===== src/sv/fixed_block_free_list_allocator_top_assert.svh =====
// Assertion macros for the fixed-block free-list allocator.
// Used by modules that have i_clk and i_rst_n in scope.
`ifndef FIXED_BLOCK_FREE_LIST_ALLOCATOR_TOP_ASSERT_SVH
`define FIXED_BLOCK_FREE_LIST_ALLOCATOR_TOP_ASSERT_SVH

// Condition that must hold at every clock edge out of reset
`define FBFL_ASSERT_ALWAYS(label, cond, msg) \
    label: assert property (@(posedge i_clk) disable iff (!i_rst_n) (cond)) \
        else $error(msg);

// Condition in one cycle implies a condition in the next cycle
`define FBFL_ASSERT_NEXT(label, pre, post, msg) \
    label: assert property (@(posedge i_clk) disable iff (!i_rst_n) (pre) |=> (post)) \
        else $error(msg);

`endif


===== src/sv/fbfl_pkg.sv =====
// Shared constants, types and helper functions for the free-list allocator.
// No dependencies.
package fbfl_pkg;

    localparam int MAX_BLOCKS      = 4096;
    localparam int IDX_W           = $clog2(MAX_BLOCKS);
    localparam int CNT_W           = IDX_W + 1;
    localparam int SIZE_W          = 13;
    localparam int ADDR_W          = 32;
    localparam int STAT_W          = 2;
    localparam int CFG_IDX_W       = 2;
    localparam int CFG_DATA_W      = 32;
    localparam int MAX_BLOCK_BYTES = 4096;
    localparam int MIN_BLOCK_BYTES = 8;

    // Result status codes
    localparam logic [STAT_W-1:0] ST_ALLOC   = 2'd0;
    localparam logic [STAT_W-1:0] ST_FREED   = 2'd1;
    localparam logic [STAT_W-1:0] ST_NULL    = 2'd2;
    localparam logic [STAT_W-1:0] ST_EXHAUST = 2'd3;

    // Request codes
    localparam logic FUNC_ALLOC = 1'b0;
    localparam logic FUNC_FREE  = 1'b1;

    // Configuration register indexes
    localparam logic [CFG_IDX_W-1:0] CFG_BLOCK_BYTES = 2'd0;
    localparam logic [CFG_IDX_W-1:0] CFG_PAGE_BLOCKS = 2'd1;
    localparam logic [CFG_IDX_W-1:0] CFG_POOL_BASE   = 2'd2;

    // Configuration reset values
    localparam logic [SIZE_W-1:0] RST_BLOCK_BYTES = 13'd16;
    localparam logic [SIZE_W-1:0] RST_PAGE_BLOCKS = 13'd1024;
    localparam logic [ADDR_W-1:0] RST_POOL_BASE   = 32'd0;

    // One decided request on its way to the result stage
    typedef struct packed {
        logic [STAT_W-1:0] status;
        logic              from_stack;  // index comes from the stack read port
        logic [IDX_W-1:0]  idx;         // fresh-page index, else zero
    } t_issue;

    // Requested size clamped to 8..4096 and rounded up to 8 bytes
    function automatic logic [SIZE_W-1:0] adj_bytes(input logic [SIZE_W-1:0] req);
        logic [SIZE_W-1:0] s;
        s = req;
        if (int'(s) > MAX_BLOCK_BYTES) s = SIZE_W'(MAX_BLOCK_BYTES);
        if (int'(s) < MIN_BLOCK_BYTES) s = SIZE_W'(MIN_BLOCK_BYTES);
        return SIZE_W'(s + SIZE_W'(7)) & ~SIZE_W'(7);
    endfunction

    // Page size with zero taken as one and clamped to the pool size
    function automatic logic [CNT_W-1:0] page_blocks(input logic [SIZE_W-1:0] req);
        logic [CNT_W-1:0] n;
        if (req == '0) begin
            n = CNT_W'(1);
        end else if (int'(req) > MAX_BLOCKS) begin
            n = CNT_W'(MAX_BLOCKS);
        end else begin
            n = CNT_W'(req);
        end
        return n;
    endfunction

endpackage


===== src/sv/fbfl_result.sv =====
// Result stage: joins the stack read data, forms the block address and
// holds the result beat in an output register. Depends on fbfl_pkg.
module fbfl_result (
    input  logic                          i_clk,
    input  logic                          i_rst_n,
    input  logic                          i_issue_valid,
    input  fbfl_pkg::t_issue              i_issue,
    output logic                          o_issue_ready,
    input  logic [fbfl_pkg::IDX_W-1:0]    i_rdata,
    input  logic [fbfl_pkg::SIZE_W-1:0]   i_req_bytes,
    input  logic [fbfl_pkg::ADDR_W-1:0]   i_pool_base,
    output logic                          o_valid,
    input  logic                          i_ready,
    output logic [fbfl_pkg::STAT_W-1:0]   o_status,
    output logic [fbfl_pkg::IDX_W-1:0]    o_block_index,
    output logic [fbfl_pkg::ADDR_W-1:0]   o_block_address,
    output logic [fbfl_pkg::SIZE_W-1:0]   o_block_bytes
);
    import fbfl_pkg::*;

    localparam int PROD_W = IDX_W + SIZE_W;

    logic                r_s1_valid;
    t_issue              r_s1;
    logic                s1_adv;
    logic                r_out_valid;
    logic [STAT_W-1:0]   r_status;
    logic [IDX_W-1:0]    r_index;
    logic [ADDR_W-1:0]   r_address;
    logic [SIZE_W-1:0]   r_bytes;
    logic [IDX_W-1:0]    blk_idx;
    logic [SIZE_W-1:0]   blk_bytes;
    logic [PROD_W-1:0]   prod;
    logic [ADDR_W-1:0]   blk_addr;

    assign s1_adv        = r_s1_valid && (!r_out_valid || i_ready);
    assign o_issue_ready = !r_s1_valid || s1_adv;

    // Decided request register
    always_ff @(posedge i_clk) begin
        if (!i_rst_n) begin
            r_s1_valid <= 1'b0;
        end else if (o_issue_ready) begin
            r_s1_valid <= i_issue_valid;
        end
    end

    always_ff @(posedge i_clk) begin
        if (o_issue_ready && i_issue_valid) begin
            r_s1 <= i_issue;
        end
    end

    // Index selection and address arithmetic
    always_comb begin
        blk_bytes = adj_bytes(i_req_bytes);
        blk_idx   = '0;
        blk_addr  = '0;
        if (r_s1.status == ST_ALLOC) begin
            blk_idx = r_s1.from_stack ? i_rdata : r_s1.idx;
        end
        prod = PROD_W'(blk_idx) * PROD_W'(blk_bytes);
        if (r_s1.status == ST_ALLOC) begin
            blk_addr = i_pool_base + ADDR_W'(prod);
        end
    end

    // Output register
    always_ff @(posedge i_clk) begin
        if (!i_rst_n) begin
            r_out_valid <= 1'b0;
        end else if (s1_adv) begin
            r_out_valid <= 1'b1;
        end else if (i_ready) begin
            r_out_valid <= 1'b0;
        end
    end

    always_ff @(posedge i_clk) begin
        if (s1_adv) begin
            r_status  <= r_s1.status;
            r_index   <= blk_idx;
            r_address <= blk_addr;
            r_bytes   <= blk_bytes;
        end
    end

    assign o_valid         = r_out_valid;
    assign o_status        = r_status;
    assign o_block_index   = r_index;
    assign o_block_address = r_address;
    assign o_block_bytes   = r_bytes;

endmodule


===== config.mk =====
export PLATFORM = sky130hd
export DESIGN_NAME = fbfl_result
export DESIGN_NICKNAME = d
export VERILOG_FILES = /design/src/sv/fixed_block_free_list_allocator_top_assert.svh /design/src/sv/fbfl_pkg.sv /design/src/sv/fbfl_result.sv
export SDC_FILE = /design/constraint.sdc
export NUM_CORES = 1
export LEC_CHECK = 0
export BUFFER_PORTS_ARGS = -buffer_cell sky130_fd_sc_hd__buf_2
export CAP_MARGIN = 20
export CORE_ASPECT_RATIO = 0.9
export CORE_MARGIN = 2
export CORE_UTILIZATION = 35
export DETAILED_ROUTE_END_ITERATION = 16
export GPL_ROUTABILITY_DRIVEN = 0
export GPL_TIMING_DRIVEN = 0
export SLEW_MARGIN = 30
export SYNTH_ARGS = -nofsm -noshare
export SYNTH_HDL_FRONTEND = slang
export SYNTH_SLANG_ARGS = --single-unit

===== constraint.sdc =====
create_clock -name i_clk -period 21.6 [get_ports i_clk]
set_clock_uncertainty 0.15 [all_clocks]
set_input_delay 4.32 -clock i_clk [delete_from_list [all_inputs] [get_ports i_clk]]
set_output_delay 4.32 -clock i_clk [all_outputs]
set_load 0.02 [all_outputs]

Word-level counts from Yosys, hierarchy flattened. Cells that the tools add are included.

$add $sub $neg: 2. Multipliers: 1. Divide/modulo/power cells: 0. Order comparisons: 2. Equality and inequality tests: 0. Shift-type cells: 0. Mux-type cells: 6. Bitwise operators: 0. Reduce and logical (&&, ||, !) cells: 8.

Operator list (count): 32-bit by 25-bit adder with 32-bit output (1); 13-bit two-way mux (2); 12-bit two-way mux (2); 12-bit by 10-bit multiplier with 22-bit output (1); 13-bit by 3-bit adder with 13-bit output, second input constant (1); 13-bit greater-than comparator, second input constant (1); 13-bit by 4-bit less-than comparator with 1-bit output, second input constant (1); 1-bit logical AND (2); 1-bit logical NOT (2); 2-bit logical NOT (1); 1-bit logical OR (2); 1-bit two-way mux (2); 2-bit nonzero test (1).

Flip-flop bits (word level): 73. Latch bits: 0. Memory bits (writable): 0. ROM bits: 0. Bits of input ports: 76. Logic and storage cells: 28. Memories kept: 0.

Longest topological paths before layout. Gate-level depths: netlist of run 1.

Depth after elaboration: 7. Mapped depth: 33. Mapped depth without buffers: 32.

Least setup slack after synthesis of run 1. OpenSTA, ideal clock, no wires.

Path type: in2reg. Start: in i_req_bytes[12] (netlist name). End: reg r_address[31], in the netlist o_block_address[31] (data pin). Arrival time: 11.510 ns. Data required time: 21.303 ns. Slack: 9.793 ns. Stages on the path: 32. Buffers on the path: 2. Cell sequence: clkbuf_1 nor4_2 and4_1 nand2_1 xnor2_1 or2_1 buf_2 inv_2 nand2_1 fa_1 fa_1 inv_1 fa_1 fa_1 inv_1 fa_1 inv_1 ha_1 and3_1 a31oi_1 nand2_1 a21o_1 a21oi_1 xnor2_1 ha_1 and3_4 nand2_2 or3_4 o311ai_4 a311oi_4 or3_1 a21oi_1.

Longest elaborated chain between the ends: 7.

RTL lines: from (decl) (line fbfl_result.sv:10) `input logic [fbfl_pkg::SIZE_W-1:0] i_req_bytes,`; 13-bit greater-than comparator (line fbfl_pkg.sv:47) `if (int'(s) > MAX_BLOCK_BYTES) s = SIZE_W'(MAX_BLOCK_BYTES);`; 13-bit two-way mux (*) (line fbfl_pkg.sv:47); 13-bit by 4-bit less-than comparator with 1-bit output (line fbfl_pkg.sv:48) `if (int'(s) < MIN_BLOCK_BYTES) s = SIZE_W'(MIN_BLOCK_BYTES);`; 13-bit two-way mux (*) (line fbfl_pkg.sv:48); 13-bit by 3-bit adder with 13-bit output (*) (line fbfl_pkg.sv:49) `return SIZE_W'(s + SIZE_W'(7)) & ~SIZE_W'(7);`; net blk_bytes[11] (line fbfl_result.sv:32) `logic [SIZE_W-1:0] blk_bytes;`; 12-bit by 10-bit multiplier with 22-bit output (*) (line fbfl_result.sv:62) `prod = PROD_W'(blk_idx) * PROD_W'(blk_bytes);`; 32-bit by 25-bit adder with 32-bit output (*) (line fbfl_result.sv:64) `blk_addr = i_pool_base + ADDR_W'(prod);`; to (signal assigned) (line fbfl_result.sv:83) `r_address <= blk_addr;`; to (decl) (line fbfl_result.sv:29) `logic [ADDR_W-1:0] r_address;`.

The timed path passes the listed nets; every way through them passes the cells marked *. A chain may end at the register's enable or synchronous reset.

Final worst setup path of run 1.
Start: in i_req_bytes[0] (netlist name). End: reg r_address[22], in the netlist o_block_address[22] (data pin).

Same word-level chain as after synthesis.

==> results.toml, run 1 <==
[worst_setup_path]
cp_max_fo = 7
crit_slowest_cell = "a31oi_1"
worstPathRequired_ns = 21.54
worstPathArrival_ns = 12.46
critPathKind = "primary input to flip-flop"
startpoint_type = "primary input"
slowest_delay_ns = 0.69
cp-end-kind = "flip-flop"
cpMostUsedCell = "fa_1"

[clocking]
cts_buffers = 9
cts-root-buf = "clkbuf_16"
ctsHoldBuffers = 0
clock_path_buffers = 2
post_cts_buffers = 0
cts_sinks = 73
cts_tree = "yes"
clkSlewWorstSetupHoldPaths_ns = 0.07
cts_resized = 0
insertion_delay_ns = 0.35
htree_levels = 3

[sta]
rsz0062_at_grt = "false"
relSlewSlack = 0.402
fin_setup_tns_ns = 0
tightest_slew_ns = 0.892
period_minus_slack_ns = 12.53
setup_viol = 0
finalMaxSlewViolations = 0
max_freq_ghz = 0.0798
hold_viol = 0
period_share = 0.580

[yosys]
seq_area_frac_synth = 0.276
yosys.area.top_type_share = 0.270
synth_flop_cell = "edfxtp_1"
yosysUniqueCellTypes = 60
netlist_instances = 825
yosys_warnings = 0
synth_seq_cells = 73
async_flop_share = 0
avgSynthCellArea_um2 = 9.55
synth-edff-count = 71
yosys.area.top_type = "edfxtp_1"
synthTopCellsByArea = "edfxtp_1, fa_1, ha_1"
synth.cell_area_um2 = 7880

[drt]
wirelength_um = 19500
vias_per_cell = 4.96
drtPass1Iterations = 5
wl_per_cell_um = 15.3
first_iter_violations = 383
vias = 6313
drtAntennaViolNets = 0
drc = 0

[global_routing]
grt_max_degree = 26
antenna_found_initial = 0
grt_pass1_vias = 6226
grt_pass1_wl_um = 31600
grt_usage = 0.169
grt-ovfl-total = 0

[power]
p_leak_nw = 4.58
total_power_mw = 0.510
vdd.ir_drop.worst_uv = 29.4
power_density_nw_per_um2 = 54.7

[run]
maxCapViolCount = 0

[floorplanning]
die_height_um = 146
pin_count = 137
core_um2 = 22300
die-area_um2 = 23700
rows = 52
start_util = 0.353
die_w_um = 162

[finish]
final_cells = 1274
layout-drive-gt1-share = 0.183
syn_to_final_growth_pct = 18.3
diodes = 0
final_nets = 1207
final_cell_mix = "buf_2, inv_1, nor2_1, nand2_1, ha_1"
final_common_cell = "buf_2"

[worst_hold_path]
hp-class = "flip-flop to flip-flop"

[run_status]
status = "finished, final reports clean"

[place]
dpl.hpwl_um = 15600
io_buffers = 132
dpl.cell_count = 1258
==> registers in the layout, indices dropped and copies added (netlist names) <==
register,flops
r_s1,15
o_block_address,32
o_block_bytes,10
r_s1_valid,1
o_block_index,12
o_status,2
o_valid,1
==> final cells by class <==
cell class	count	area, um^2
multi-input combinational	622	5220
fill	2232	13000
timing repair buffer	134	716
buffer	18	80.1
inverter	114	428
sequential	73	2170
clock inverter	6	108
clock buffer	10	229
tap	297	372
==> logic make-up after synthesis <==
logic type,share of synthesized area
and+or+nand+nor,0.156
muxes,0.0197
adders and majority gates,0.328
other,0.000476
AOI/OAI and AO/OA,0.110
buffers and inverters,0.0644
DFF,0.276
xor gates and xnor gates,0.0467
==> Yosys cell counts (all sizes together) (13+ instances only) <==
master    n
nor2    100
a21o     16
xnor2    26
a21oi    30
clkbuf   13
fa       79
nand2    99
inv     111
and2     14
ha       80
o21ai    33
xor2     16
edfxtp   71
==> power breakdown <==
part	internal, mW	switching, mW
combinational	0.0651	0.101
clock	0.113	0.0633
sequential	0.166	0.00221
total	0.343	0.166
==> worst max-delay path: cells and delay by family <==
family | cells | cell delay, ns
fa+ha+maj | 7 | 3.22
compound gates | 10 | 3.10
simple gates | 6 | 1.00
buf+inv | 5 | 0.49
xor+xnor | 2 | 0.34
==> stage by stage <==
stage | worst slack, ns | hold slack [ns] | cell area (um^2) | utilization
global placement | 8.81 | 0.358 | 8920 | 0.400
CTS | 9.10 | 0.387 | 9320 | 0.418
global route | 8.52 | 0.416 | 9320 | 0.418
detailed placement | 8.78 | 0.375 | 8980 | 0.403
finish | 9.07 | 0.391 | 9320 | 0.418
floorplan | 9.79 | 0.309 | 7890 | -
==> metal layers <==
layer	global-route usage	up-vias	wire length, um
met4	0.0376	0	197
met2	0.264	167	8820
met1	0.246	3085	9350
li1	-	3047	-
met3	0.0290	14	1080
met5	0	-	0
==> path summary, 6_finish.rpt <==
check | start | to | slack, ns | depth (start not counted)
max | i_req_bytes[0] | o_block_address[22] | 9.07 | 30
min | r_s1_valid | o_valid | 0.39 | 1
max reg2reg | r_s1[13] | o_block_address[31] | 12.67 | 30
min reg2reg | r_s1_valid | o_valid | 0.39 | 1
No activity file was read; power rests on OpenSTA's default activity.
==> run 2: changes to the inputs <==
- clock period: 21.6 -> 10.4 ns (I/O delays scaled with it)
==> results.toml, run 2 (synthesized netlist as in run 1, its figures left out) <==
[run_status]
status = "finished, final reports clean"

[sta]
period_share = 0.965
hold_viol = 0
relSlewSlack = 0.428
max_freq_ghz = 0.0997
finalMaxSlewViolations = 0
holdWs_ns = 0.391
period_minus_slack_ns = 10.03
setup_viol = 0
fin_setup_tns_ns = 0
tightest_slew_ns = 0.855

[drt]
wl_per_cell_um = 15.4
wirelength_um = 19600
first_iter_violations = 355
drtPass1Iterations = 5
vias_per_cell = 4.97
vias = 6316
drc = 0
drtAntennaViolNets = 0

[global_routing]
antenna_found_initial = 0
grt_usage = 0.169
grt-ovfl-total = 0
grt_max_degree = 26
grt_pass1_vias = 6226
grt_pass1_wl_um = 31600

[worst_setup_path]
worstPathArrival_ns = 10.06
crit_family = "adder cells"
crit_slowest_cell = "fa_1"
critPathKind = "primary input to flip-flop"
slowest_delay_ns = 0.56
cp-end-kind = "flip-flop"
cp_max_fo = 8
startpoint_type = "primary input"
cpMostUsedCell = "fa_1"
worstPathRequired_ns = 10.43
path_buf_inv = 6

[place]
placed_area_um2 = 8980
dpl.hpwl_um = 15600
io_buffers = 132

[floorplanning]
die_height_um = 146
die-area_um2 = 23700
core_um2 = 22300
pin_count = 137
die_w_um = 162
rows = 52
start_util = 0.353

[run]
maxCapViolCount = 0

[finish]
largest_reg_flops = 32
final_nets = 1205
n_fill_cell = 2235
final_common_cell = "buf_2"
finalInstanceArea_um2 = 9370
diodes = 0
layout-drive-gt1-share = 0.193
syn_to_final_growth_pct = 18.9
final_cell_mix = "buf_2, inv_1, nor2_1, nand2_1, ha_1"

[power]
p_leak_nw = 4.60
vdd.ir_drop.worst_uv = 60.9
power_density_nw_per_um2 = 113
total_power_mw = 1.06

[worst_hold_path]
hp-class = "flip-flop to flip-flop"

[clocking]
cts_resized = 0
clkSlewWorstSetupHoldPaths_ns = 0.07
ctsHoldBuffers = 0
post_cts_buffers = 0
cts-root-buf = "clkbuf_16"
insertion_delay_ns = 0.35
htree_levels = 3
clock_path_buffers = 2
cts_sinks = 73
cts_tree = "yes"
cts_buffers = 9
run 2: through the flow:
step	instances	util	setup WS [ns]
2_1_floorplan	827	-	0.833
3_3_place_gp	1256	0.400	-0.152
3_5_place_dp	1258	0.403	-0.180
4_1_cts	1274	0.418	0.143
5_1_grt	1272	0.420	-0.00896
6_report	1272	0.420	0.368
run 2: where the power goes:
group          total (mW)  switching (mW)  internal [mW]
logic               0.348           0.211          0.136
registers           0.348         0.00459          0.344
clock network       0.365           0.132          0.234
run 2: worst paths after layout:
kind / start / cells past startpoint / slack, ns / end
setup / recovery: i_req_bytes[5] / 33 / 0.37 / o_block_address[31]
hold / removal: r_s1_valid / 1 / 0.39 / o_valid
setup reg to reg: r_s1[13] / 28 / 1.44 / o_block_address[31]
hold reg to reg: r_s1_valid / 1 / 0.39 / o_valid
run 2: per-layer routing:
metal | vias up | part of all wire | track usage
li1 | 3047 | - | -
met1 | 3086 | 0.48 | 0.246
met2 | 161 | 0.46 | 0.264
met3 | 22 | 0.053 | 0.0290
met4 | 0 | 0.011 | 0.0376
met5 | - | 0 | 0
run 2: worst register-to-register path: cells and delay by family (launching register included):
family | cells | cell delay, ns
adders and majority gates | 7 | 3.32
and+or+nand+nor | 9 | 2.50
AOI/OAI and AO/OA | 6 | 1.19
buffers and inverters | 5 | 1.07
DFF | 1 | 0.45
xor gates and xnor gates | 1 | 0.10
run 2: area by class of cell:
type                       count  area, um^2  share of cell area
buffer                        16        73.8             0.00788
inverter                     114         430              0.0459
tap                          297         372              0.0396
timing repair buffer         134         716              0.0763
clock buffer                  10         229              0.0244
sequential                    73        2170               0.232
clock inverter                 6         108              0.0115
multi-input combinational    622        5270               0.563
