<file path="src/sv/fixed_block_free_list_allocator_top_assert.svh">
// Assertion macros for the fixed-block free-list allocator.
// Used by modules that have i_clk and i_rst_n in scope.
`ifndef FIXED_BLOCK_FREE_LIST_ALLOCATOR_TOP_ASSERT_SVH
`define FIXED_BLOCK_FREE_LIST_ALLOCATOR_TOP_ASSERT_SVH

// Condition that must hold at every clock edge out of reset
`define FBFL_ASSERT_ALWAYS(label, cond, msg) \
    label: assert property (@(posedge i_clk) disable iff (!i_rst_n) (cond)) \
        else $error(msg);

// Condition in one cycle implies a condition in the next cycle
`define FBFL_ASSERT_NEXT(label, pre, post, msg) \
    label: assert property (@(posedge i_clk) disable iff (!i_rst_n) (pre) |=> (post)) \
        else $error(msg);

`endif

</file>
<file path="src/sv/fbfl_pkg.sv">
// Shared constants, types and helper functions for the free-list allocator.
// No dependencies.
package fbfl_pkg;

    localparam int MAX_BLOCKS      = 4096;
    localparam int IDX_W           = $clog2(MAX_BLOCKS);
    localparam int CNT_W           = IDX_W + 1;
    localparam int SIZE_W          = 13;
    localparam int ADDR_W          = 32;
    localparam int STAT_W          = 2;
    localparam int CFG_IDX_W       = 2;
    localparam int CFG_DATA_W      = 32;
    localparam int MAX_BLOCK_BYTES = 4096;
    localparam int MIN_BLOCK_BYTES = 8;

    // Result status codes
    localparam logic [STAT_W-1:0] ST_ALLOC   = 2'd0;
    localparam logic [STAT_W-1:0] ST_FREED   = 2'd1;
    localparam logic [STAT_W-1:0] ST_NULL    = 2'd2;
    localparam logic [STAT_W-1:0] ST_EXHAUST = 2'd3;

    // Request codes
    localparam logic FUNC_ALLOC = 1'b0;
    localparam logic FUNC_FREE  = 1'b1;

    // Configuration register indexes
    localparam logic [CFG_IDX_W-1:0] CFG_BLOCK_BYTES = 2'd0;
    localparam logic [CFG_IDX_W-1:0] CFG_PAGE_BLOCKS = 2'd1;
    localparam logic [CFG_IDX_W-1:0] CFG_POOL_BASE   = 2'd2;

    // Configuration reset values
    localparam logic [SIZE_W-1:0] RST_BLOCK_BYTES = 13'd16;
    localparam logic [SIZE_W-1:0] RST_PAGE_BLOCKS = 13'd1024;
    localparam logic [ADDR_W-1:0] RST_POOL_BASE   = 32'd0;

    // One decided request on its way to the result stage
    typedef struct packed {
        logic [STAT_W-1:0] status;
        logic              from_stack;  // index comes from the stack read port
        logic [IDX_W-1:0]  idx;         // fresh-page index, else zero
    } t_issue;

    // Requested size clamped to 8..4096 and rounded up to 8 bytes
    function automatic logic [SIZE_W-1:0] adj_bytes(input logic [SIZE_W-1:0] req);
        logic [SIZE_W-1:0] s;
        s = req;
        if (int'(s) > MAX_BLOCK_BYTES) s = SIZE_W'(MAX_BLOCK_BYTES);
        if (int'(s) < MIN_BLOCK_BYTES) s = SIZE_W'(MIN_BLOCK_BYTES);
        return SIZE_W'(s + SIZE_W'(7)) & ~SIZE_W'(7);
    endfunction

    // Page size with zero taken as one and clamped to the pool size
    function automatic logic [CNT_W-1:0] page_blocks(input logic [SIZE_W-1:0] req);
        logic [CNT_W-1:0] n;
        if (req == '0) begin
            n = CNT_W'(1);
        end else if (int'(req) > MAX_BLOCKS) begin
            n = CNT_W'(MAX_BLOCKS);
        end else begin
            n = CNT_W'(req);
        end
        return n;
    endfunction

endpackage

</file>
<file path="src/sv/fbfl_ctrl.sv">
// Request decode and pool bookkeeping: stack depth and fresh-page pointers.
// Depends on fbfl_pkg and the assertion macro header.
`include "fixed_block_free_list_allocator_top_assert.svh"

module fbfl_ctrl (
    input  logic                          i_clk,
    input  logic                          i_rst_n,
    input  logic                          i_valid,
    output logic                          o_ready,
    input  logic                          i_func,
    input  logic                          i_free_present,
    input  logic [fbfl_pkg::IDX_W-1:0]    i_free_block_index,
    input  logic [fbfl_pkg::SIZE_W-1:0]   i_page_blocks,
    output logic                          o_issue_valid,
    output fbfl_pkg::t_issue              o_issue,
    input  logic                          i_issue_ready,
    output logic                          o_mem_we,
    output logic                          o_mem_re,
    output logic [fbfl_pkg::IDX_W-1:0]    o_mem_addr,
    output logic [fbfl_pkg::IDX_W-1:0]    o_mem_wdata
);
    import fbfl_pkg::*;

    logic [CNT_W-1:0] r_count, n_count;
    logic [CNT_W-1:0] r_fresh, n_fresh;
    logic [CNT_W-1:0] r_next,  n_next;
    logic [CNT_W-1:0] r_cur,   n_cur;
    logic [CNT_W-1:0] page_n;
    logic [CNT_W:0]   page_end;
    logic             accept;
    logic             push;
    logic             pop;
    t_issue           issue;

    assign o_ready = i_issue_ready && i_rst_n;
    assign accept  = i_valid && o_ready;

    // Decide one request against the current pool state
    always_comb begin
        n_count  = r_count;
        n_fresh  = r_fresh;
        n_next   = r_next;
        n_cur    = r_cur;
        push     = 1'b0;
        pop      = 1'b0;
        issue    = '0;
        page_n   = page_blocks(i_page_blocks);
        page_end = {1'b0, r_next} + {1'b0, page_n};
        if (i_func == FUNC_FREE) begin
            if (!i_free_present) begin
                issue.status = ST_NULL;
            end else begin
                issue.status = ST_FREED;
                // full stack drops the freed index silently; status still reads freed
                if (int'(r_count) < MAX_BLOCKS) begin
                    push    = 1'b1;
                    n_count = r_count + CNT_W'(1);
                end
            end
        end else if (r_count != '0) begin
            issue.status     = ST_ALLOC;
            issue.from_stack = 1'b1;
            pop              = 1'b1;
            n_count          = r_count - CNT_W'(1);
        end else if (r_fresh != '0) begin
            issue.status = ST_ALLOC;
            issue.idx    = IDX_W'(r_cur + r_fresh - CNT_W'(1));
            n_fresh      = r_fresh - CNT_W'(1);
        end else if (int'(page_end) > MAX_BLOCKS) begin
            issue.status = ST_EXHAUST;
        end else begin
            // open a new page, hand out its top block
            issue.status = ST_ALLOC;
            issue.idx    = IDX_W'(page_end - (CNT_W+1)'(1));
            n_cur        = r_next;
            n_next       = CNT_W'(page_end);
            n_fresh      = page_n - CNT_W'(1);
        end
    end

    // Stack port: push writes at the depth, pop reads the top entry
    assign o_mem_we      = accept && push;
    assign o_mem_re      = accept && pop;
    assign o_mem_addr    = pop ? IDX_W'(r_count - CNT_W'(1)) : r_count[IDX_W-1:0];
    assign o_mem_wdata   = i_free_block_index;
    assign o_issue_valid = accept;
    assign o_issue       = issue;

    // Pool state
    always_ff @(posedge i_clk) begin
        if (!i_rst_n) begin
            r_count <= '0;
            r_fresh <= '0;
            r_next  <= '0;
            r_cur   <= '0;
        end else if (accept) begin
            r_count <= n_count;
            r_fresh <= n_fresh;
            r_next  <= n_next;
            r_cur   <= n_cur;
        end
    end

    `FBFL_ASSERT_ALWAYS(a_count_max, int'(r_count) <= MAX_BLOCKS, "stack depth past pool size")
    `FBFL_ASSERT_ALWAYS(a_page_order, ({1'b0, r_cur} + {1'b0, r_fresh} <= {1'b0, r_next}) && (int'(r_next) <= MAX_BLOCKS), "fresh page pointers out of order")
    `FBFL_ASSERT_NEXT(a_pop_depth, o_mem_re, r_count == $past(r_count) - CNT_W'(1), "pop did not lower stack depth")

endmodule

</file>
<file path="config.mk">
export PLATFORM = sky130hd
export DESIGN_NAME = fbfl_ctrl
export DESIGN_NICKNAME = d
export VERILOG_FILES = /design/src/sv/fbfl_pkg.sv /design/src/sv/fbfl_ctrl.sv
export VERILOG_INCLUDE_DIRS = /design/src /design/src/sv
export SDC_FILE = /design/constraint.sdc
export NUM_CORES = 1
export LEC_CHECK = 0
export ABC_AREA = 1
export BUFFER_PORTS_ARGS = -buffer_cell sky130_fd_sc_hd__buf_4
export CAP_MARGIN = 10
export CORE_MARGIN = 10
export CORE_UTILIZATION = 30
export CTS_BUF_LIST = sky130_fd_sc_hd__clkbuf_4
export CTS_CLUSTER_DIAMETER = 30
export DETAILED_ROUTE_END_ITERATION = 6
export PLACE_DENSITY_LB_ADDON = 0.3
export RECOVER_POWER = 100
export SYNTH_ARGS = -nofsm -noshare
export SYNTH_HDL_FRONTEND = slang
export SYNTH_SLANG_ARGS = --single-unit
</file>
<file path="constraint.sdc">
create_clock -name i_clk -period 4.8 [get_ports i_clk]
set_input_delay 0.96 -clock i_clk [delete_from_list [all_inputs] [get_ports i_clk]]
set_output_delay 0.96 -clock i_clk [all_outputs]
set_load 0.02 [all_outputs]
</file>
**After elaboration in Yosys (flattened, before gate mapping)**

Index checks and enable logic that the tools add are counted.
Widths: inputs -> output; s select.

- Register bits after elaboration: 51
- Input port bits: 31
- Output and inout bits: 43
- Word-level logic and storage cells: 56

- Add/subtract/negate cells: 8
- Order comparisons: 3
- Equal/unequal tests: 3
- Multiplexer cells: 23
- Bitwise operators: 4
- Reductions and logical operators: 11

Operator list:

| operator | count |
|---|---|
| $mux 13 | 9 |
| $mux 12 | 4 |
| $sub 13x1->13 const B | 3 |
| $reduce_bool 13->1 | 2 |
| $sub 12x1->12 const B | 2 |
| $add 13x13->14 | 1 |
| $gt 14x13->1 const B | 1 |
| $add 13x1->13 const B | 1 |
| $gt 13x13->1 const B | 1 |
| $logic_not 13->1 | 1 |
| $lt 13x13->1 const B | 1 |
| $add 12x12->12 | 1 |
| $mux 2 | 5 |
| $reduce_and 4->1 | 2 |
| $mux 1 | 5 |
| $reduce_and 5->1 | 1 |
| $logic_and 1x1->1 | 4 |
| $ne 2x1->1 const B | 2 |
| $not 1->1 | 4 |
| $ne 2x2->1 const B | 1 |
| $reduce_bool 2->1 | 1 |

**Logic depth before layout (Yosys ltp)**

Gate-level depths: netlist of the first run.

- Depth after elaboration: 9
- Mapped depth: 26
- Mapped depth without buffers: 25

**Worst setup path before layout of the first run**

OpenSTA, ideal clock, no wires.

- Kind: input port to output port
- Start point: in i_page_blocks[12] (netlist bit)
- End point: out o_issue[11] (netlist bit)
- Arrival: 3,627 ps
- Required time: 3,840 ps
- Setup slack: 213 ps
- Stages: 17
- Path buffers: 2
- Path through: clkbuf_1 -> inv_1 -> nand3_1 -> nand2_1 -> ha_1 -> inv_1 -> fa_1 -> ha_1 -> inv_1 -> nor2_1 -> nand2_1 -> nor3_2 -> nand3_2 -> a21oi_1 -> buf_2 -> nand2_1 -> a21oi_1

RTL lines:

| what | RTL line | RTL |
|---|---|---|
| start, declared | fbfl_ctrl.sv:13 | `input logic [fbfl_pkg::SIZE_W-1:0] i_page_blocks,` |
| end, declared | fbfl_ctrl.sv:15 | `output fbfl_pkg::t_issue o_issue,` |

==> flow_summary.json, run 1 <==
{
  "cpMostUsedCell": "nand2_1",
  "min_path_cells": 2,
  "fp.dieW_um": 154.9,
  "gp_congestion": 0.8763,
  "avgRoutedWirePerCell_um": 13.29,
  "synth_largest_area_cell": "nand2_1",
  "highest_layer": "met4",
  "rrSetupSlack_ps": 1710,
  "dp_slack_ps": -157.5,
  "fin_cells": 1266,
  "fin_worst_hold_slack_ps": 530.0,
  "synth_xor_area_frac": 0.03850,
  "wl_met1_um": 8011,
  "synth_top_area_share": 0.1973,
  "clock-root-buffer": "clkbuf_4",
  "ios": 74,
  "overflow": 0,
  "rsz0062_at_grt": "true",
  "rows": 49,
  "ys_warn_count": 0,
  "yosys-top-cells-area": "nand2_1, dfxtp_1, inv_1",
  "wl_met2_um": 7840,
  "p_sw_frac": 0.4731,
  "cts_htree_levels": 2,
  "worstSetupPathDepth": 19,
  "diodes": 0,
  "path_buf_inv": 5,
  "power_frac_seq": 0.294,
  "antenna_found_initial": 0,
  "ant_nets": 0,
  "p_clk_frac": 0.150,
  "layout.nets": 1108,
  "first_pass_iters": 5,
  "cts.sinks": 51,
  "dp.cells": 1255,
  "slew_viol_final": 50,
  "ys_seq_area_frac": 0.1870,
  "start_kind": "primary input",
  "leakage_nw": 3.545,
  "synth.avg_cell_area_um2": 5.676,
  "max_slew.worst_pin.slew_ps": 2550,
  "synth_edf_count": 0,
  "ys.flop_type": "dfxtp_1",
  "core_area_mm2": 0.01796,
  "min_period_over_period": 1.000,
  "setup_violations": 1,
  "switchingPower_uw": 721.0,
  "violations": "max-capacitance violations, max-slew violations, negative setup slack",
  "clkTransAtPathRegs_ps": 170,
  "ys_ff_latch": 51,
  "p_per_area_mw_per_mm2": 228.5,
  "grt_max_degree": 50,
  "critical_path_class": "in -> out",
  "arrival_ps": 3840,
  "fin_skew_ps": 13.96,
  "yosys.area_share.simple": 0.4120,
  "start_util": 0.3040,
  "crit_slowest_cell": "fa_2",
  "grt_pass1_vias": 5426,
  "grt_pass1_wl_um": 27140,
  "outcome": "finished, violations left",
  "synthMuxAreaShare": 0,
  "synthCells": 962,
  "clockBufferDepth": 2,
  "placement.io_buffers": 49,
  "clock_latency_ps": 430,
  "dr_wl_met3_um": 754,
  "cpPeakStageDelay_ps": 560,
  "vias": 5855,
  "synth.net_count": 1034,
  "internal_power_uw": 802.9,
  "die_h_um": 154.9,
  "hold_viol_final": 0,
  "endpoint_kind": "output port",
  "place_area_mm2": 0.006304,
  "hold_buffers": 0,
  "synth-adder-area-share": 0.09670,
  "ff2ff_path_depth": 17,
  "viasPerCell": 4.625,
  "crit_family": "simple AND/OR/NAND/NOR gates",
  "netlist_area_mm2": 0.005460,
  "relSlewSlack": -0.7000,
  "drv_cap": 1,
  "ys_types": 41,
  "fill_cells": 2006,
  "wl_um": 16820,
  "die-area_mm2": 0.02400,
  "setup_ws_ps": -1.653,
  "utilization": 0.3712,
  "cts_inserted_buffers": 5,
  "drt_iter0_markers": 265,
  "ir_drop_mv": 0.1047,
  "fin_area_mm2": 0.006669,
  "synth_compound_area_frac": 0.1127,
  "area_growth_syn_to_layout_pct": 22.14,
  "cts_tree": "done",
  "drc": 0,
  "crit_fanout": 2,
  "hp-class": "reg -> reg",
  "required_ps": 3840,
  "hpwl_um": 13130,
  "cp_cell_sequence": "buf_8 > nor2_4 > nand2_1 > nor2_2 > nand3_2 > nand2_2 > ha_4 > inv_2 > fa_2 > inv_1 > nor3_2 > nand3_1 > nor2_1 > nand2_1 > buf_4 > xor2_1 > nand2_4 > a21oi_2 > buf_6",
  "grt_usage": 0.1365,
  "power_frac_comb": 0.556,
  "fmaxAchievable_ghz": 0.2083,
  "drive_gt1_frac": 0.1900,
  "timing.final.crit_period_ps": 4802,
  "synth_top_family_by_area": "simple AND/OR/NAND/NOR gates",
  "async_reset_ff_frac": 0
}
-- Yosys cell counts (2+ instances only) --
cell	number
buf_2	7
inv_2	4
clkbuf_1	16
or2_2	7
fa_1	2
nor3_1	3
inv_1	155
nand4_1	17
a31oi_1	4
nor4_1	2
dfxtp_1	51
a211oi_1	3
xnor2_1	4
a21oi_1	56
nor2_1	122
nand2_2	3
buf_6	2
nand3_1	66
nand3b_1	7
nor2_2	13
nand3_2	3
nand2_1	287
ha_1	39
o2111ai_1	2
xor2_1	20
o211a_1	2
o31ai_1	2
buf_4	15
o21ai_0	36
-- final timing paths --
check                                          endpoint               startpoint
worst max-delay path                         o_issue[7]         i_page_blocks[3]
worst min register to register  r_fresh[4]$_SDFFE_PN0P_  r_fresh[4]$_SDFFE_PN0P_
worst max register to register    r_cur[8]$_SDFFE_PN0P_   r_next[0]$_SDFFE_PN0P_
worst min-delay path            r_fresh[4]$_SDFFE_PN0P_  r_fresh[4]$_SDFFE_PN0P_
-- worst reg2reg max path, cell delays in order (launching register included) --
cell     delay [ps]
dfxtp_1         430
ha_4            160
inv_2            40
fa_2            560
ha_4            140
inv_2            40
nor2_4          110
nand2_2          80
nor3_4          200
nand3_2         130
buf_6           130
nand2_2          60
buf_4           120
nand3_2         200
buf_4           320
nand2_1          80
nand2_1          50
nor2_1          170
-- kinds of logic (layout without fill, tap and decap cells) --
family / Yosys count / count (layout)
AO/OA/AOI/OAI: 112 / 112
flip-flops: 51 / 51
XOR/XNOR: 24 / 24
AND/OR/NAND/NOR: 533 / 533
buffers and inverters: 201 / 276
adder cells (fa/ha/maj): 41 / 41
-- stage by stage --
stage          setup TNS [ps]  total power, mW
3_3_place_gp            -1383            1.252
3_5_place_dp            -1783            1.252
2_1_floorplan               0            1.000
6_report               -1.653            1.524
5_1_grt                 -1384            1.639
4_1_cts                     0            1.490
-- state kept, by name, indices dropped and copies added, names as in the netlist --
name,count
r_count,13
r_fresh,13
r_next,13
r_cur,12
-- layout by cell type, fill, tap and decap left out, drive strengths merged --
cell type | netlist | layout
clkinvlp | 0 | 1
nor3b | 1 | 1
o21ai | 37 | 37
a31oi | 4 | 4
a21oi | 56 | 56
o21bai | 1 | 1
dfxtp | 51 | 51
buf | 25 | 92
nor4 | 2 | 2
nand3b | 7 | 7
a211oi | 3 | 3
o221ai | 1 | 1
and2 | 1 | 1
nand4 | 17 | 17
nor3 | 4 | 4
clkinv | 0 | 1
o31ai | 2 | 2
nand2 | 290 | 290
nor2 | 135 | 135
or2 | 7 | 7
xnor2 | 4 | 4
xor2 | 20 | 20
inv | 159 | 159
nand3 | 69 | 69
o32ai | 1 | 1
a22oi | 1 | 1
o211a | 2 | 2
clkbuf | 17 | 23
o311ai | 1 | 1
fa | 2 | 2
ha | 39 | 39
a311oi | 1 | 1
o2111ai | 2 | 2
-- cell type report --
class / count / area (um^2) / area share
inverter: 159 / 596.8 / 0.08949
multi-input combinational: 710 / 3894 / 0.5839
tap: 229 / 286.5 / 0.04296
clock buffer: 6 / 45.04 / 0.006754
clock inverter: 2 / 12.51 / 0.001876
sequential: 51 / 1021 / 0.1531
timing repair buffer: 109 / 813.3 / 0.1220
-- routing by layer --
| layer | vias to the layer above | GRT usage |
|---|---|---|
| li1 | 3153 | - |
| met1 | 2576 | 0.1803 |
| met2 | 112 | 0.2254 |
| met3 | 14 | 0.02426 |
| met4 | 0 | 0.03104 |
| met5 | - | 0 |
-- timing repair --
item | 4_1_cts | 5_1_grt
endpoints found under the setup margin | 14 | 14
pin swaps | 7 | 33
buffers inserted | 0 | 3
gates cloned | 0 | 0
gates resized for setup | 15 | 79
-- power groups by stage --
stage	logic, mW	registers (mW)	clock network, mW
2_1_floorplan	0.547	0.453	0
3_5_place_dp	0.795	0.457	0
4_1_cts	0.805	0.448	0.236
5_1_grt	0.939	0.451	0.249
6_report	0.847	0.449	0.228
3_3_place_gp	0.794	0.457	0
Note: power is estimated with default switching activity, not from simulation.
==> run 2, diff against run 1 <==
Settings changed: ABC_AREA 1 to default.
==> run 2 against run 1 <==
Against the previous run:
- the flow still finishes with violations (max-capacitance violations, max-slew violations, negative setup slack)
- register-to-register slack got worse by 480 ps
- synthesized area fell by 4.8%
- combinational power up 36%
- sequential power is 4% higher
- clock power is 9.6% lower
- critical endpoint is now o_issue[3]
- hold slack got worse by 60 ps
- critical path depth fell by 1
==> flow_summary.json, run 2 <==
{
  "drive_gt1_frac": 0.2435,
  "critical_path_class": "in -> out",
  "hpwl_um": 12340,
  "die-area_mm2": 0.02299,
  "p_total_mw": 1.822,
  "area_growth_syn_to_layout_pct": 31.83,
  "fin_cells": 1039,
  "synth_common_cells": "nand2_1, inv_1, dfxtp_1, nor2_1, a21oi_1",
  "hold_viol_final": 0,
  "utilization": 0.4002,
  "max_slew.worst_pin.slew_ps": 2462,
  "min_path_cells": 2,
  "arrival_ps": 4440,
  "ff2ff_path_depth": 13,
  "synth_largest_area_cell": "dfxtp_1",
  "antenna_found_initial": 1,
  "gp_congestion": 0.8957,
  "min_period_over_period": 1.124,
  "synth.net_count": 778,
  "cp_cell_sequence": "buf_6 > or3_4 > nand4b_1 > nand2b_1 > nor2b_4 > ha_4 > inv_2 > fa_2 > nand2b_4 > a21oi_4 > o2111a_2 > o311ai_4 > nor4_4 > a21o_1 > nand3_4 > buf_12 > o22ai_4 > buf_6",
  "synth.avg_cell_area_um2": 7.360,
  "min-delay-start": "r_cur[9]$_SDFFE_PN0P_",
  "fin_worst_hold_slack_ps": 470.4,
  "rsz0062_at_grt": "true",
  "ys_seq_area_frac": 0.1965,
  "outcome": "finished, violations left",
  "globalRouteMet1Util": 0.1925,
  "timing.final.crit_period_ps": 5396,
  "p_per_area_mw_per_mm2": 266.0,
  "ys_warn_count": 0,
  "grt_max_degree": 53,
  "final_common_cell": "buf_4",
  "r2r-end": "r_fresh[12]$_SDFFE_PN0P_",
  "overflow": 0,
  "grt_pass1_wl_um": 26420,
  "cpPeakStageDelay_ps": 390,
  "async_reset_ff_frac": 0,
  "layout.nets": 884,
  "wl_um": 16750,
  "clock_latency_ps": 380,
  "r2r_start": "r_fresh[0]$_SDFFE_PN0P_",
  "leakage_nw": 3.004,
  "viasPerCell": 5.114,
  "synth_most_common_cell": "nand2_1",
  "cts.sinks": 51,
  "setup_violations": 16,
  "clkTransAtPathRegs_ps": 150,
  "path_buf_inv": 4,
  "grt_usage": 0.1414,
  "start_kind": "primary input",
  "synthCells": 706,
  "violations": "max-capacitance violations, max-slew violations, negative setup slack",
  "fmaxAchievable_ghz": 0.1853,
  "die_h_um": 151.6,
  "ant_nets": 0,
  "start_util": 0.3036,
  "vias": 5313,
  "synth_edf_count": 0,
  "totalNegativeSetupSlack_ps": -8197,
  "holdPathEnd": "r_cur[9]$_SDFFE_PN0P_",
  "hp-class": "reg -> reg",
  "busiest_layer": "met2",
  "netlist_area_mm2": 0.005196,
  "cts_tree": "done",
  "crit_slowest_cell": "or3_4",
  "dp.cells": 999,
  "cts_inserted_buffers": 5,
  "grt_pass1_vias": 5132,
  "crit_fanout": 6,
  "clockBufferDepth": 2,
  "core_area_mm2": 0.01712,
  "mostFrequentLayoutCells": "buf_4, nand2_1, inv_1",
  "fin_skew_ps": 7.388,
  "rrSetupSlack_ps": 1230,
  "rows": 48,
  "drc": 0,
  "largestRegisters": "r_count (13), r_fresh (13), r_next (13)",
  "crit_family": "simple AND/OR/NAND/NOR gates",
  "drt_iter0_markers": 330,
  "drv_cap": 1,
  "cpMostUsedCell": "buf_6",
  "yosys-top-cells-area": "dfxtp_1, ha_1, mux2i_1",
  "ys_ff_latch": 51,
  "endpoint_kind": "output port",
  "ir_drop_mv": 0.1271,
  "relSlewSlack": -0.6415,
  "placement.io_buffers": 49,
  "ios": 74,
  "ys.flop_type": "dfxtp_1",
  "clock-root-buffer": "clkbuf_4",
  "gr-usage-met3": 0.01693,
  "avgRoutedWirePerCell_um": 16.12,
  "cts_htree_levels": 2,
  "fp.dieW_um": 151.6,
  "grt_use_met2": 0.2347,
  "slew_viol_final": 53,
  "required_ps": 3840,
  "first_pass_iters": 6,
  "setup_ws_ps": -595.6,
  "ys_types": 68,
  "synth_top_area_share": 0.1965
}
run 2: what timing repair did:
item | in CTS | in global routing
resized for setup | 39 | 40
pin swaps | 19 | 9
buffers inserted | 24 | 6
setup endpoints to repair | 14 | 19
hold buffers | 0 | 0
cloned | 1 | 0
run 2: cell families after synthesis:
kind of cell	Yosys count	share of synthesized area
adders and majority gates	41	0.1016
xor gates and xnor gates	45	0.07585
AOI/OAI and AO/OA	170	0.2211
muxes	33	0.06453
DFF	51	0.1965
and+or+nand+nor	255	0.2442
buffers and inverters	111	0.09632
run 2: worst min-delay path, stage by stage, from the launching register on:
cell and delay [ps]:
dfxtp_1 340, nand2_1 50, mux2i_1 50
run 2: power by group:
part           leakage, nW  switching [mW]  internal (mW)
Sequential           0.412          0.0281          0.438
Combinational         2.56           0.660          0.490
Clock               0.0307           0.146         0.0604
Total                 3.00           0.834          0.988
run 2: layout make-up:
cell class	instances	area (um^2)
sequential	51	1021
antenna	1	2.502
inverter	61	229.0
clock buffer	6	45.04
tap	225	281.5
fill	1797	10270
timing repair buffer	149	1225
multi-input combinational	544	4039
clock inverter	2	7.507
run 2: how the worst max path moves through the flow:
stage                                 from          to  slack, ps  cells past startpoint
after floorplan           i_page_blocks[4]  o_issue[4]       -390                     15
after global placement    i_page_blocks[4]  o_issue[4]       -640                     18
after detailed placement  i_page_blocks[4]  o_issue[4]       -670                     18
after CTS                 i_page_blocks[3]  o_issue[3]       -530                     18
after global routing      i_page_blocks[3]  o_issue[3]       -720                     19
final                     i_page_blocks[3]  o_issue[3]       -600                     18
run 2: per-layer routing:
layer / part of all wire / wire length (um)
met1: 0.48 / 8012
met2: 0.47 / 7899
met3: 0.039 / 652
met4: 0.011 / 185
met5: 0 / 0
run 2: metrics by stage:
| step | area, um^2 | worst slack (ps) |
|---|---|---|
| floorplan | 5394 | -389.0 |
| global placement | 6305 | -635.5 |
| detailed placement | 6305 | -668.3 |
| CTS | 6735 | -525.8 |
| global route | 6850 | -715.9 |
| finish | 6850 | -595.6 |
